[config.mk]
export PLATFORM = sky130hd
export DESIGN_NAME = mqtt_packet_deframer
export DESIGN_NICKNAME = d
export VERILOG_FILES = /design/src/hdl/mpd_pkg.sv /design/src/hdl/mpd_in_stage.sv /design/src/hdl/mpd_parser.sv /design/src/hdl/mqtt_packet_deframer.sv
export SDC_FILE = /design/constraint.sdc
export NUM_CORES = 1
export LEC_CHECK = 0
export ABC_AREA = 1
export BUFFER_PORTS_ARGS = -buffer_cell sky130_fd_sc_hd__buf_2
export CORE_AREA = 5 5 198 200
export CTS_BUF_LIST = sky130_fd_sc_hd__clkbuf_16
export DETAILED_ROUTE_END_ITERATION = 10
export DIE_AREA = 0 0 203 205
export PLACE_DENSITY = 0.46
export REMOVE_ABC_BUFFERS = 1
export SKIP_CTS_REPAIR_TIMING = 1
export SLEW_MARGIN = 20
export SYNTH_ARGS = -nofsm -noshare
export SYNTH_HDL_FRONTEND = slang
export SYNTH_SLANG_ARGS = --single-unit
export TNS_END_PERCENT = 10
[constraint.sdc]
create_clock -name clock -period 11.02 [get_ports clock]
set_input_delay 0.551 -clock clock [delete_from_list [all_inputs] [get_ports clock]]
set_output_delay 0.551 -clock clock [all_outputs]
set_load 0.01 [all_outputs]
[src/hdl/mpd_pkg.sv]
// mpd_pkg: shared types and constants for the mqtt packet deframer
// no dependencies; imported by every module of the block
package mpd_pkg;

   localparam int unsigned BYTE_W = 8;
   localparam int unsigned TYPE_W = 4;
   localparam int unsigned ROLE_W = 3;
   localparam int unsigned LEN_W = 28;
   localparam int unsigned TOPIC_W = 16;
   localparam int unsigned LEN_DIGIT_W = 7;

   localparam logic [TYPE_W-1:0] TYPE_CONNACK = 4'd2;
   localparam logic [TYPE_W-1:0] TYPE_PUBLISH = 4'd3;

   localparam logic [BYTE_W-1:0] LEN_DIGIT_MASK = 8'h7F;
   localparam logic [BYTE_W-1:0] LEN_CONT_MASK = 8'h80;
   localparam logic [2:0] LEN_LAST_INDEX = 3'd3;

   typedef enum logic [ROLE_W-1:0] {
      ROLE_HEADER = 3'd0,
      ROLE_LENGTH = 3'd1,
      ROLE_TOPIC_LEN = 3'd2,
      ROLE_TOPIC = 3'd3,
      ROLE_PACKET_ID = 3'd4,
      ROLE_PAYLOAD = 3'd5,
      ROLE_CONNACK_CODE = 3'd6,
      ROLE_OTHER_BODY = 3'd7
   } role_type;

   typedef struct packed {
      logic [TYPE_W-1:0] packet_type;
      role_type byte_role;
      logic [BYTE_W-1:0] data_byte;
      logic end_of_packet;
      logic [LEN_W-1:0] remaining_length;
      logic [TOPIC_W-1:0] topic_length;
      logic connack_accepted;
   } result_type;

endpackage

[src/hdl/mpd_in_stage.sv]
// mpd_in_stage: input beat register with valid and stall handshake
// uses mpd_pkg for the byte width
module mpd_in_stage
   import mpd_pkg::*;
(
   input logic clock,
   input logic reset,
   input logic req_valid,
   output logic req_stall,
   input logic [BYTE_W-1:0] req_rx_byte,
   input logic advance,
   output logic held_valid,
   output logic [BYTE_W-1:0] held_byte
);

   logic valid_ff, valid_in;
   logic [BYTE_W-1:0] byte_ff;
   logic take;

   assign req_stall = valid_ff && !advance;
   assign take = req_valid && !req_stall;

   always_comb begin
      valid_in = valid_ff;
      if (take) begin
         valid_in = 1'b1;
      end else if (advance) begin
         valid_in = 1'b0;
      end
   end

   always_ff @(posedge clock) begin
      if (reset) begin
         valid_ff <= 1'b0;
      end else begin
         valid_ff <= valid_in;
      end
   end

   always_ff @(posedge clock) begin
      if (take) begin
         byte_ff <= req_rx_byte;
      end
   end

   assign held_valid = valid_ff;
   assign held_byte = byte_ff;

endmodule

[src/hdl/mpd_parser.sv]
// mpd_parser: packet parse state and the per-byte tagging logic
// uses mpd_pkg for role codes, widths and the result struct
module mpd_parser
   import mpd_pkg::*;
(
   input logic clock,
   input logic reset,
   input logic step,
   input logic [BYTE_W-1:0] rx_byte,
   output result_type result
);

   typedef enum logic [1:0] {
      PH_HEADER = 2'd0,
      PH_LENGTH = 2'd1,
      PH_BODY = 2'd2
   } phase_type;

   phase_type phase_ff, phase_in;
   logic [TYPE_W-1:0] type_ff, type_in;
   logic [1:0] qos_ff, qos_in;
   logic [LEN_W-1:0] accum_ff, accum_in;
   logic [2:0] seen_ff, seen_in;
   logic [LEN_W-1:0] body_left_ff, body_left_in;
   logic [1:0] offset_ff, offset_in;
   logic [TOPIC_W-1:0] topic_len_ff, topic_len_in;
   logic [TOPIC_W-1:0] topic_left_ff, topic_left_in;
   logic [1:0] id_left_ff, id_left_in;

   logic [LEN_W-1:0] digit;
   role_type role;
   logic eop;
   logic accepted;

   always_comb begin
      phase_in = phase_ff;
      type_in = type_ff;
      qos_in = qos_ff;
      accum_in = accum_ff;
      seen_in = seen_ff;
      body_left_in = body_left_ff;
      offset_in = offset_ff;
      topic_len_in = topic_len_ff;
      topic_left_in = topic_left_ff;
      id_left_in = id_left_ff;
      role = ROLE_HEADER;
      eop = 1'b0;
      accepted = 1'b0;
      digit = {{(LEN_W-LEN_DIGIT_W){1'b0}}, rx_byte[LEN_DIGIT_W-1:0]};

      unique case (phase_ff)
         PH_LENGTH: begin
            case (seen_ff[1:0])
               2'd0: accum_in = accum_ff | digit;
               2'd1: accum_in = accum_ff | (digit << LEN_DIGIT_W);
               2'd2: accum_in = accum_ff | (digit << (2*LEN_DIGIT_W));
               default: accum_in = accum_ff | (digit << (3*LEN_DIGIT_W));
            endcase
            seen_in = seen_ff + 3'd1;
            role = ROLE_LENGTH;
            if ((rx_byte & LEN_CONT_MASK) == '0 || seen_ff >= LEN_LAST_INDEX) begin
               if (accum_in == '0) begin
                  eop = 1'b1;
                  phase_in = PH_HEADER;
               end else begin
                  body_left_in = accum_in;
                  phase_in = PH_BODY;
               end
            end
         end
         PH_BODY: begin
            if (type_ff == TYPE_PUBLISH) begin
               if (offset_ff == 2'd0) begin
                  topic_len_in = {rx_byte, 8'h00};
                  offset_in = 2'd1;
                  role = ROLE_TOPIC_LEN;
               end else if (offset_ff == 2'd1) begin
                  topic_len_in = {topic_len_ff[TOPIC_W-1:BYTE_W], rx_byte};
                  topic_left_in = topic_len_in;
                  id_left_in = (qos_ff != 2'd0) ? 2'd2 : 2'd0;
                  offset_in = 2'd2;
                  role = ROLE_TOPIC_LEN;
               end else if (topic_left_ff != '0) begin
                  topic_left_in = topic_left_ff - 16'd1;
                  role = ROLE_TOPIC;
               end else if (id_left_ff != 2'd0) begin
                  id_left_in = id_left_ff - 2'd1;
                  role = ROLE_PACKET_ID;
               end else begin
                  role = ROLE_PAYLOAD;
               end
            end else if (type_ff == TYPE_CONNACK) begin
               if (offset_ff == 2'd1) begin
                  role = ROLE_CONNACK_CODE;
                  accepted = (rx_byte == '0);
               end else begin
                  role = ROLE_OTHER_BODY;
               end
               if (offset_ff < 2'd2) begin
                  offset_in = offset_ff + 2'd1;
               end
            end else begin
               role = ROLE_OTHER_BODY;
            end
            if (body_left_ff != '0) begin
               body_left_in = body_left_ff - 28'd1;
            end
            if (body_left_in == '0) begin
               eop = 1'b1;
               phase_in = PH_HEADER;
            end
         end
         default: begin
            type_in = rx_byte[7:4];
            qos_in = rx_byte[2:1];
            accum_in = '0;
            seen_in = '0;
            body_left_in = '0;
            offset_in = '0;
            topic_len_in = '0;
            topic_left_in = '0;
            id_left_in = '0;
            role = ROLE_HEADER;
            phase_in = PH_LENGTH;
         end
      endcase
   end

   always_ff @(posedge clock) begin
      if (reset) begin
         phase_ff <= PH_HEADER;
         type_ff <= '0;
         qos_ff <= '0;
         accum_ff <= '0;
         seen_ff <= '0;
         body_left_ff <= '0;
         offset_ff <= '0;
         topic_len_ff <= '0;
         topic_left_ff <= '0;
         id_left_ff <= '0;
      end else if (step) begin
         phase_ff <= phase_in;
         type_ff <= type_in;
         qos_ff <= qos_in;
         accum_ff <= accum_in;
         seen_ff <= seen_in;
         body_left_ff <= body_left_in;
         offset_ff <= offset_in;
         topic_len_ff <= topic_len_in;
         topic_left_ff <= topic_left_in;
         id_left_ff <= id_left_in;
      end
   end

   always_comb begin
      result.packet_type = type_in;
      result.byte_role = role;
      result.data_byte = rx_byte;
      result.end_of_packet = eop;
      result.remaining_length = accum_in;
      result.topic_length = topic_len_in;
      result.connack_accepted = accepted;
   end

endmodule

[src/hdl/mqtt_packet_deframer.sv]
// an accepted input beat passes through the input register, the parser and then the result register
// throughput: one byte per cycle while rsp_stall is low, set by the single parse step between the registers
// the input register takes a new byte, if it is empty, while a finished result waits on rsp_stall
// reset (synchronous, active high) empties both registers and returns the parser to header
// uses mpd_pkg, mpd_in_stage and mpd_parser
module mqtt_packet_deframer
   import mpd_pkg::*;
(
   input logic clock,
   input logic reset,
   input logic req_valid,
   output logic req_stall,
   input logic [BYTE_W-1:0] req_rx_byte,
   output logic rsp_valid,
   input logic rsp_stall,
   output logic [TYPE_W-1:0] rsp_packet_type,
   output logic [ROLE_W-1:0] rsp_byte_role,
   output logic [BYTE_W-1:0] rsp_data_byte,
   output logic rsp_end_of_packet,
   output logic [LEN_W-1:0] rsp_remaining_length,
   output logic [TOPIC_W-1:0] rsp_topic_length,
   output logic rsp_connack_accepted
);

   logic held_valid;
   logic [BYTE_W-1:0] held_byte;
   logic advance;
   result_type result;
   result_type rsp_ff;
   logic rsp_valid_ff, rsp_valid_in;

   assign advance = held_valid && (!rsp_valid_ff || !rsp_stall);

   mpd_in_stage u_in_stage (
      .clock(clock),
      .reset(reset),
      .req_valid(req_valid),
      .req_stall(req_stall),
      .req_rx_byte(req_rx_byte),
      .advance(advance),
      .held_valid(held_valid),
      .held_byte(held_byte)
   );

   mpd_parser u_parser (
      .clock(clock),
      .reset(reset),
      .step(advance),
      .rx_byte(held_byte),
      .result(result)
   );

   always_comb begin
      rsp_valid_in = rsp_valid_ff;
      if (advance) begin
         rsp_valid_in = 1'b1;
      end else if (!rsp_stall) begin
         rsp_valid_in = 1'b0;
      end
   end

   always_ff @(posedge clock) begin
      if (reset) begin
         rsp_valid_ff <= 1'b0;
      end else begin
         rsp_valid_ff <= rsp_valid_in;
      end
   end

   always_ff @(posedge clock) begin
      if (advance) begin
         rsp_ff <= result;
      end
   end

   assign rsp_valid = rsp_valid_ff;
   assign rsp_packet_type = rsp_ff.packet_type;
   assign rsp_byte_role = rsp_ff.byte_role;
   assign rsp_data_byte = rsp_ff.data_byte;
   assign rsp_end_of_packet = rsp_ff.end_of_packet;
   assign rsp_remaining_length = rsp_ff.remaining_length;
   assign rsp_topic_length = rsp_ff.topic_length;
   assign rsp_connack_accepted = rsp_ff.connack_accepted;

endmodule

==> metrics.md, run 1 <==
| Metric | Value |
|---|---|
| Largest net degree at the start of global routing | `94` |
| Worst r2r dst | `u_parser.body_left_ff[2]` |
| Worst vdd ir | `between 0.00009 and 0.0001 V` |
| Synthesized area | `approximately 9100 µm²` |
| Largest stage delay on the critical path | `roughly 500 ps` |
| Layout area overhead | `15.2%` |
| Synth Flop Type | `dfxtp_1` |
| Drt initial violations | `around 740` |
| Outcome | `finished, final reports clean` |
| Total Routed Length | `slightly below 30000 µm` |
| Critical-path top delay cell | `buf_4` |
| RSZ-0062 raised after global routing | `false` |
| CTS Root Cell | `clkbuf_16` |
| 1st-pass router iterations | `5` |
| Hold WC Path Type | `primary input to register` |
| Most Frequent Cell on Critical Path | `nand2_1` |
| Synth Register Bits | `between 150 and 200` |
| Final hold viol count | `0` |
| Rows | `71` |
| Leakage | `approximately 0.0044 µW` |
| Cells on worst reg2reg path | `13` |
| GP Congestion | `0.874` |
| FMAX | `~0.28 GHz` |
| Critical Path Start Type | `register` |
| Synth area leaders | `dfxtp_1 23%, edfxtp_1 23%, o21ai_0 9.6%` |
| N_diodes | `0` |
| Largest delay share family, worst path | `simple AND/OR/NAND/NOR gates` |
| WL/cell | `16.9 µm` |
| Yosys top cell area share | `a little under a quarter` |
| Vias | `~8300` |
| Worst setup path endpoint | `u_parser.body_left_ff[2]` |
| Crit. path cell count | `13` |
| Initial antenna violation count | `0` |
| Die width | `~200 µm` |
| Remaining global-route overflow | `0` |
| Final core utilization | `approximately 28%` |
| Clock Latency Late Sink | `450 ps` |
| Int Power | `1110 µW` |
| Post-synthesis sequential area ratio | `a little under half` |
| Tmin final | `between 3000 and 4000 ps` |
| Vias in the first global route | `between 7000 and 8000` |
| Worst-path fanout max | `46` |
| Synth Instances | `~1200` |
| Met1 wire length | `13700 µm` |
| FF-to-FF Start | `u_parser.seen_ff[0]` |
| Crit-path cells | `inv_1 > ha_1 > nor2_4 > nand2_1 > nand2_1 > and3_1 > nand4_1 > nor2_1 > nand2_1 > o21ai_4 > buf_4 > o21ai_0 > a21oi_1` |
| Commonest cells in the netlist | `185 x nand2_1, 179 x inv_1, 176 x o21ai_0` |
| Measured slew at the worst slew-check pin | `around 1100 ps` |
| Largest area contributor in the netlist | `dfxtp_1` |
| Critical path data required time | `~11000 ps` |
| Sinks on Clock Net | `approximately 170` |
| Combinational share of power | `between 15 and 20%` |
| CP endpoint kind | `register` |
| EDFF count, synth | `69` |
| Detailed Place HPWL | `between 20000 and 25000 µm` |
| P_sw | `just under 600 µW` |
| Die area | `roughly 42000 µm²` |
| Setup TNS | `0 ps` |
| Final setup viols | `0` |
| Global-route wire length before repair | `46200 µm` |
| Chip height | `205 µm` |
| WP buf/inv | `2` |
| Final slew viol count | `0` |
| # nets final | `about 1300` |
| DR top layer | `met4` |
| WS Path Type | `register to register` |
| Pwr per Cell Area | `160 nW/µm²` |
| Filler cells | `3985` |
| Initial Utilization | `between 20 and 25%` |
| Tot GR Track Use | `roughly 14%` |
| Area of the multi-input gates | `approximately 4000 µm²` |
| Most numerous cell in the Yosys netlist | `nand2_1` |
| Cell variety after synth | `42` |
| Final period utilization | `roughly a third` |
| Switching Fraction | `between 30% and 40%` |
| Async S/R FF share, synth | `0%` |
| Flop-to-flop setup slack | `between 7000 and 8000 ps` |
| Vias/cell | `about 4.7` |
| DRC viols | `0` |
| Seq pwr share | `43.3%` |
| Slew headroom | `between 20% and 30%` |
| Met2 routed WL | `around 14000 µm` |
| Clock power frac | `a little under two fifths` |
| MaxCap Viol Count | `0` |
| H-tree depth | `4` |
| Mean Syn Cell Area | `~7.5 µm²` |
| CTS tree | `built` |
| Arrival @ worst endpoint | `about 4000 ps` |
| Register area | `4170 µm²` |
| Boundary Pins | `75` |
| CTS Buf Count | `17` |
| YS warnings | `0` |
| Buffers on Ports | `74` |
| Met3 WL | `1110 µm` |
| Core Region | `around 37000 µm²` |
| Fraction of layout cells with a size suffix above 1 | `between 10 and 15%` |
| Worst setup path start | `u_parser.seen_ff[0]` |
| Clock Skew | `~19 ps` |
| CTS max path bufs | `2` |
| Reg clk slew, reported paths | `roughly 90 ps` |
| Antenna-violating nets left | `0` |
## cells by family after synthesis
group / after synthesis / synth area share (%)
and+or+nand+nor: 419 / 19.4
adders and majority gates: 13 / 1.78
DFF: 174 / 45.7
buffers and inverters: 232 / 10.3
xor gates and xnor gates: 10 / 0.958
AOI/OAI and AO/OA: 366 / 22.0
## per-layer routing
metal / vias up / track usage (%)
li1: 4144 / -
met1: 3915 / 19.0
met2: 199 / 23.6
met3: 38 / 2.07
met4: 0 / 4.75
met5: - / 0
## worst reg2reg max path: cells and delay by family, from the launching register on
kind | cells | cell delay, ps
AND/OR/NAND/NOR | 7 | 1720
buffers and inverters | 2 | 610
AO/OA/AOI/OAI | 3 | 470
flip-flops | 1 | 380
adder cells (fa/ha/maj) | 1 | 270
## power by group through the flow
stage               combinational [µW]  clock, µW  sequential [µW]
floorplan                          214          0              745
global placement                   323          0              746
detailed placement                 323          0              746
CTS                                325        646              732
global route                       369        676              736
finish                             325        631              731
## worst min-delay path by stage
stage | slack [ps] | start | end | depth (start not counted)
final | 280 | req_rx_byte[1] | u_in_stage.held_byte[1] | 1
after global routing | 250 | req_rx_byte[6] | u_in_stage.held_byte[6] | 1
after CTS | 260 | req_rx_byte[6] | u_in_stage.held_byte[6] | 1
after detailed placement | 460 | u_parser.qos_ff[0] | u_parser.qos_ff[0] | 2
after global placement | 450 | u_parser.id_left_ff[1] | u_parser.id_left_ff[1] | 2
after floorplan | 430 | u_parser.qos_ff[1] | u_parser.qos_ff[1] | 2
## layout by cell type (no fill, tap or decap), types with 3 or more instances in the layout
cell	n
a211oi_1	11
a21oi_1	100
a21oi_2	17
a22oi_1	6
a31oi_1	5
buf_2	74
buf_4	8
clkbuf_16	17
clkinv_8	8
dfxtp_1	105
edfxtp_1	69
ha_1	13
inv_1	178
inv_6	3
nand2_1	185
nand2_2	5
nand3_1	41
nand4_1	17
nor2_1	137
nor2_2	4
nor2_4	3
nor3_1	7
o21ai_0	176
o21ai_1	20
o22ai_1	21
or2_2	13
xor2_1	10
## stage by stage
step | cell area (µm²) | worst slack [ps] | hold slack, ps | cells | total power (µW)
after floorplan | 8880 | 5540 | 431 | 1163 | 960
after global placement | 9910 | 7500 | 453 | 1719 | 1070
after detailed placement | 9910 | 7480 | 458 | 1719 | 1070
after CTS | 10500 | 7460 | 260 | 1751 | 1700
after global routing | 10500 | 7120 | 253 | 1751 | 1780
final | 10500 | 7500 | 277 | 1751 | 1690
## registers in the layout, indices dropped and copies added, names as in the netlist, 3 cells and up
| register | cells |
|---|---|
| u_parser.topic_len_ff | 16 |
| u_parser.seen_ff | 3 |
| rsp_byte_role | 3 |
| u_parser.type_ff | 4 |
| u_parser.topic_left_ff | 16 |
| rsp_packet_type | 4 |
| rsp_data_byte | 8 |
| u_in_stage.held_byte | 8 |
| rsp_remaining_length | 28 |
| u_parser.accum_ff | 28 |
| u_parser.body_left_ff | 28 |
| rsp_topic_length | 16 |
## final cells by class
type,count,area share [%]
sequential,174,39.6
multi-input combinational,808,38.3
inverter,181,6.45
tap,474,5.63
timing repair buffer,82,4.09
clock buffer,17,4.04
clock inverter,15,1.85
No activity file was read; power rests on OpenSTA's default activity.
==> run 2, diff against run 1 <==
PLACE_DENSITY = 0.47   (was 0.46)
clock period = 3.2 ns   (was 11.02 ns; I/O delays follow)
==> run 2 against run 1 <==
Worst setup slack got worse by 7100 ps. Register-to-register slack got worse by 7100 ps. Wire length decreased by 2.3%. Fmax increased by 27%. Largest cell class unchanged. Die area unchanged. Utilization increased by 0.64 points. Cell count increased by 1.8%. Clock power increased to 3.3 times the previous value. Via count increased by 0.80%. Worst hold slack got worse by 270 ps. Clock-buffer cell count unchanged.
==> metrics.md, run 2 (synthesized netlist as in run 1, its figures left out) <==
| Metric | Value |
|---|---|
| Outcome | `finished, final reports clean` |
| Antenna-violating nets left | `0 (unchanged)` |
| # nets final | `1320 (+2.4%)` |
| Flop-to-flop setup slack | `410 ps (-7080 ps)` |
| CTS Root Cell | `clkbuf_16` |
| Dpl cell area | `10100 µm² (+1.9%)` |
| H-tree depth | `4 (unchanged)` |
| GP Congestion | `0.914 (+4.7%)` |
| Detailed Place HPWL | `20900 µm (+3.8%)` |
| Final period utilization | `87.0% (+55 points)` |
| Vias in the first global route | `7940 (-0.44%)` |
| Remaining global-route overflow | `0 (unchanged)` |
| Die width | `203 µm (unchanged)` |
| MaxCap Viol Count | `0 (unchanged)` |
| Met1 usage in global routing | `17.8% (-1.1 points)` |
| Global-route wire length before repair | `44900 µm (-2.9%)` |
| Tmin final | `2790 ps (-739 ps)` |
| CTS max path bufs | `2 (unchanged)` |
| Sinks on Clock Net | `174 (unchanged)` |
| Slew headroom | `43.2% (+18 points)` |
| Chip height | `205 µm (unchanged)` |
| Filler cells | `4018 (+0.83%)` |
| Boundary Pins | `75 (unchanged)` |
| GR Layer Usage met3 | `2.45% (+0.38 points)` |
| Final slew viol count | `0 (unchanged)` |
| Pwr per Cell Area | `531 nW/µm² (+230%)` |
| Grt peak-use layer | `met2` |
| Hold WC Path Type | `primary input to register` |
| Initial Utilization | `24.6% (unchanged)` |
| Clock Skew | `14.1 ps (-4.82 ps)` |
| Placement Setup Slack | `426 ps (-7050 ps)` |
| Met2 GRT Util | `23.5% (-0.024 points)` |
| Critical Path Start Type | `register` |
| Most common cell after layout, fill and taps aside | `nand2_1` |
| Largest net degree at the start of global routing | `94 (unchanged)` |
| Buffers on Ports | `74 (unchanged)` |
| Reg clk slew, reported paths | `80 ps (about the same)` |
| Register area | `4170 µm² (unchanged)` |
| Total Routed Length | `28800 µm (-2.3%)` |
| Leakage | `0.00456 µW (+3.0%)` |
| Worst-path fanout max | `46 (unchanged)` |
| CTS tree | `built` |
| Vias | `8362 (+0.80%)` |
| DRC viols | `0 (unchanged)` |
| CP endpoint kind | `register` |
| Post-route worst setup slack | `415 ps (-7080 ps)` |
| Rows | `71 (unchanged)` |
| Critical path data required time | `3580 ps (-7800 ps)` |
| Layout area overhead | `17.8%` |
| Worst vdd ir | `0.000303 V (+220%)` |
| 1st-pass router iterations | `5 (unchanged)` |
| CTS Buf Count | `17 (unchanged)` |
| Drt initial violations | `523 (-30%)` |
| Clock Latency Late Sink | `440 ps (about the same)` |
| Final setup viols | `0 (unchanged)` |
| WS Path Type | `register to register` |
| Tot GR Track Use | `13.8% (-0.41 points)` |
| WL/cell | `16.2 µm (-4.0%)` |
| Post-route cell area | `10800 µm² (+2.2%)` |
| Initial antenna violation count | `0 (unchanged)` |
| Fraction of layout cells with a size suffix above 1 | `13.9% (+1.4 points)` |
| Hold_ws | `11.1 ps (-266 ps)` |
| FMAX | `0.359 GHz (+27%)` |
| Measured slew at the worst slew-check pin | `852 ps (-271 ps)` |
| Final core utilization | `28.9% (+0.64 points)` |
| Core Region | `37200 µm² (unchanged)` |
| N_diodes | `0 (unchanged)` |
| Commonest cells after routing, fill and taps aside | `185 x nand2_1, 178 x inv_1, 176 x o21ai_0` |
| Die area | `41600 µm² (unchanged)` |
| Arrival @ worst endpoint | `3170 ps (-720 ps)` |
| RSZ-0062 raised after global routing | `false` |
| Vias/cell | `4.69 (-0.96%)` |
| Final hold viol count | `0 (unchanged)` |
| Area of the multi-input gates | `4040 µm² (unchanged)` |
## run 2: layout make-up
type / count / share of cell area (%)
Clock buffer: 17 / 3.95
Timing Repair Buffer: 113 / 6.60
Sequential cell: 174 / 38.8
Tap cell: 474 / 5.51
Inverter: 181 / 6.31
Multi-Input combinational cell: 808 / 37.5
Clock inverter: 15 / 1.41
## run 2: power breakdown
part	switching [µW]	total, µW	leakage [µW]	internal, µW
Sequential	76.5	2520	0.00151	2440
Clock	1030	2070	0.000276	1040
Combinational	783	1130	0.00277	352
Total	1890	5720	0.00456	3830
## run 2: per-stage QoR
| stage | total power, µW | std cells | setup TNS [ps] |
|---|---|---|---|
| after floorplan | 3300 | 1163 | -104650 |
| after global placement | 3690 | 1741 | 0 |
| after detailed placement | 3690 | 1741 | 0 |
| after CTS | 5780 | 1773 | 0 |
| after global routing | 6040 | 1782 | 0 |
| final | 5720 | 1782 | 0 |
## run 2: final timing paths
path / from / endpoint / cells past startpoint
setup / recovery: u_parser.seen_ff[0] / u_parser.body_left_ff[0] / 15
hold / removal: rsp_stall / rsp_valid / 3
setup reg to reg: u_parser.seen_ff[0] / u_parser.body_left_ff[0] / 15
hold reg to reg: u_parser.id_left_ff[1] / u_parser.id_left_ff[1] / 2
## run 2: critical path, cell delays in order (launching register included)
cell,delay [ps]
dfxtp_1,380
inv_1,100
ha_1,220
nor2_1,160
nand2_1,230
buf_4,250
nand2_1,70
inv_1,50
nor2_1,110
nand4_1,110
nor2_1,170
nand2_1,150
o21ai_4,180
buf_12,260
o21ai_0,120
a21oi_1,140
## run 2: per-layer routing
metal | up-vias | part of all wire, %
met5 | - | 0
met4 | 0 | 2.0
met3 | 30 | 3.8
met2 | 198 | 48
met1 | 3925 | 46
li1 | 4209 | -
==> run 3, diff against run 2 <==
ABC_AREA = not set   (was 1)
CORE_AREA = 5 5 195 197   (was 5 5 198 200)
DIE_AREA = 0 0 200 202   (was 0 0 203 205)
==> run 3 against run 2 <==
The run now ends with negative hold slack left. Synthesized cell count is 14% lower. Global-route usage is 0.89 points higher. Sequential share of layout area increased by 0.072 points. Critical path type unchanged. Largest power group unchanged. Highest routed layer unchanged.
==> metrics.md, run 3 <==
| Metric | Value |
|---|---|
| Synth Register Bits | `174 (unchanged)` |
| Final setup viols | `0 (unchanged)` |
| Largest net degree at the start of global routing | `57 (-39%)` |
| Reg clk slew, reported paths | `80 ps (about the same)` |
| Final hold viol count | `1 (+1)` |
| # nets final | `1162 (-12%)` |
| Yosys top cell area share | `23.7% (+0.69 points)` |
| Final slew viol count | `0 (unchanged)` |
| Commonest cells in the netlist | `161 x nand2_1, 128 x a21oi_1, 105 x dfxtp_1` |
| Cell variety after synth | `69 (+64%)` |
| Chip height | `202 µm (-1.5%)` |
| Critical Path Start Type | `register` |
| Vias | `8301 (-0.73%)` |
| Final core utilization | `29.8% (+0.86 points)` |
| Die width | `200 µm (-1.5%)` |
| Tot GR Track Use | `14.7% (+0.89 points)` |
| Hold_ws | `-19.0 ps (-30.0 ps)` |
| CTS Root Cell | `clkbuf_16` |
| Fraction of layout cells with a size suffix above 1 | `17.7% (+3.7 points)` |
| Slew headroom | `48.9% (+5.7 points)` |
| Clock Latency Late Sink | `440 ps (about the same)` |
| Leakage | `0.00398 µW (-13%)` |
| Post-route cell area | `10700 µm² (-0.19%)` |
| Synth Instances | `1045 (-14%)` |
| Die area | `40400 µm² (-2.9%)` |
| GP Congestion | `0.873 (-4.5%)` |
| Hold WC Path Type | `primary input to register` |
| Outcome | `finished, violations left` |
| Placement Setup Slack | `137 ps (-289 ps)` |
| Global-route wire length before repair | `46800 µm (+4.2%)` |
| 1st-pass router iterations | `5 (unchanged)` |
| Tmin final | `3050 ps (+265 ps)` |
| Most numerous cell in the Yosys netlist | `nand2_1` |
| Mean Syn Cell Area | `8.49 µm² (+13%)` |
| Synthesized area | `8880 µm² (-2.9%)` |
| Boundary Pins | `75 (unchanged)` |
| Rows | `70 (-1.4%)` |
| Async S/R FF share, synth | `0% (unchanged)` |
| Largest area contributor in the netlist | `dfxtp_1` |
| Critical path data required time | `3550 ps (-30 ps)` |
| Dpl cell area | `10000 µm² (-0.55%)` |
| EDFF count, synth | `69 (unchanged)` |
| Buffers on Ports | `74 (unchanged)` |
| Core Region | `36100 µm² (-3.1%)` |
| Register area | `4170 µm² (unchanged)` |
| WL/cell | `18.6 µm (+15%)` |
| N_diodes | `0 (unchanged)` |
| CTS max path bufs | `2 (unchanged)` |
| Post-synthesis sequential area ratio | `47.0% (+1.4 points)` |
| Synth Flop Type | `dfxtp_1` |
| Filler cells | `3881 (-3.4%)` |
| Most common cell after layout, fill and taps aside | `nand2_1` |
| Vias in the first global route | `7840 (-1.3%)` |
| Final period utilization | `95.3% (+8.3 points)` |
| CTS tree | `built` |
| Drt initial violations | `595 (+14%)` |
| Synth area leaders | `dfxtp_1 24%, edfxtp_1 23%, a21oi_1 7.2%` |
| Clock Skew | `14.4 ps (+0.317 ps)` |
| Sinks on Clock Net | `174 (unchanged)` |
| FMAX | `0.328 GHz (-8.7%)` |
| Pwr per Cell Area | `475 nW/µm² (-11%)` |
| Detailed Place HPWL | `21500 µm (+2.4%)` |
| Total Routed Length | `30200 µm (+4.6%)` |
| Antenna-violating nets left | `0 (unchanged)` |
| H-tree depth | `4 (unchanged)` |
| DRC viols | `0 (unchanged)` |
| Vias/cell | `5.13 (+9.3%)` |
| Initial antenna violation count | `0 (unchanged)` |
| Remaining global-route overflow | `0 (unchanged)` |
| Post-route worst setup slack | `150 ps (-265 ps)` |
| CP endpoint kind | `register` |
| Worst-path fanout max | `5 (-89%)` |
| Layout area overhead | `21.1%` |
| Worst vdd ir | `0.000368 V (+21%)` |
| Setup TNS | `0 ps (unchanged)` |
| CTS Buf Count | `17 (unchanged)` |
| YS warnings | `0 (unchanged)` |
| Initial Utilization | `24.6% (+0.039 points)` |
| RSZ-0062 raised after global routing | `false` |
| Commonest cells after routing, fill and taps aside | `160 x nand2_1, 128 x a21oi_1, 105 x dfxtp_1` |
| Area of the multi-input gates | `4340 µm² (+7.6%)` |
| MaxCap Viol Count | `0 (unchanged)` |
| Violated checks | `negative hold slack` |
| Arrival @ worst endpoint | `3400 ps (+230 ps)` |
| WS Path Type | `register to register` |
| Measured slew at the worst slew-check pin | `765 ps (-86.4 ps)` |
[run 3: changes by cell type after synthesis, sizes merged, moves of 21 or more]
cell,before,now
o21ai,197,81
nor3,8,39
nand3,41,20
inv,180,19
nand2,190,161
nor4,2,26
clkbuf,33,60
nor2,144,92
[run 3: power breakdown]
part	leakage (µW)	total [µW]	switching, µW	internal (µW)
clock	0.000287	2130	1070	1060
sequential	0.00152	2400	47.5	2350
combinational	0.00217	576	371	205
[run 3: cell type report]
cell class	instances	area share [%]
Timing Repair Buffer	150	9.10
Clock inverter	15	1.54
Inverter	20	0.722
Sequential cell	174	38.8
Multi-Input combinational cell	774	40.4
Tap cell	468	5.45
Clock buffer	17	3.96
[run 3: through the flow]
step,instances,total power (µW)
2_1_floorplan,968,2740
3_3_place_gp,1577,3010
3_5_place_dp,1577,3010
4_1_cts,1609,5150
5_1_grt,1618,5300
6_report,1618,5100
[run 3: worst paths after layout]
kind,from,end,slack [ps],cells past startpoint
worst max-delay path,u_parser.body_left_ff[0],u_parser.phase_ff[0],150,10
worst min-delay path,rsp_stall,rsp_valid,-20,3
worst max register to register,u_parser.body_left_ff[0],u_parser.phase_ff[0],150,10
worst min register to register,u_parser.topic_len_ff[5],u_parser.topic_len_ff[5],460,2
[run 3: cells by family after synthesis]
| group | share of synthesized area [%] |
|---|---|
| fa+ha+maj | 1.83 |
| compound gates | 23.3 |
| xor+xnor | 0.395 |
| buf+inv | 4.36 |
| mux | 0.987 |
| simple gates | 22.1 |
| flops | 47.0 |
[run 3: critical path, cell delays in order, from the launching register on]
cell	delay, ps
dfxtp_1	340
inv_1	110
ha_1	250
nor3b_1	450
nand4_1	270
nor4_1	360
a21boi_0	180
nor4b_1	370
and4_1	270
nand2_1	80
o311ai_1	280
[run 3: routing by layer]
layer | vias to the layer above | global-route usage [%] | share of wire, %
met5 | - | 0 | 0
met4 | 0 | 3.66 | 1.7
met3 | 32 | 2.57 | 4.7
met2 | 218 | 23.4 | 47
met1 | 4050 | 20.5 | 47
li1 | 4001 | - | -
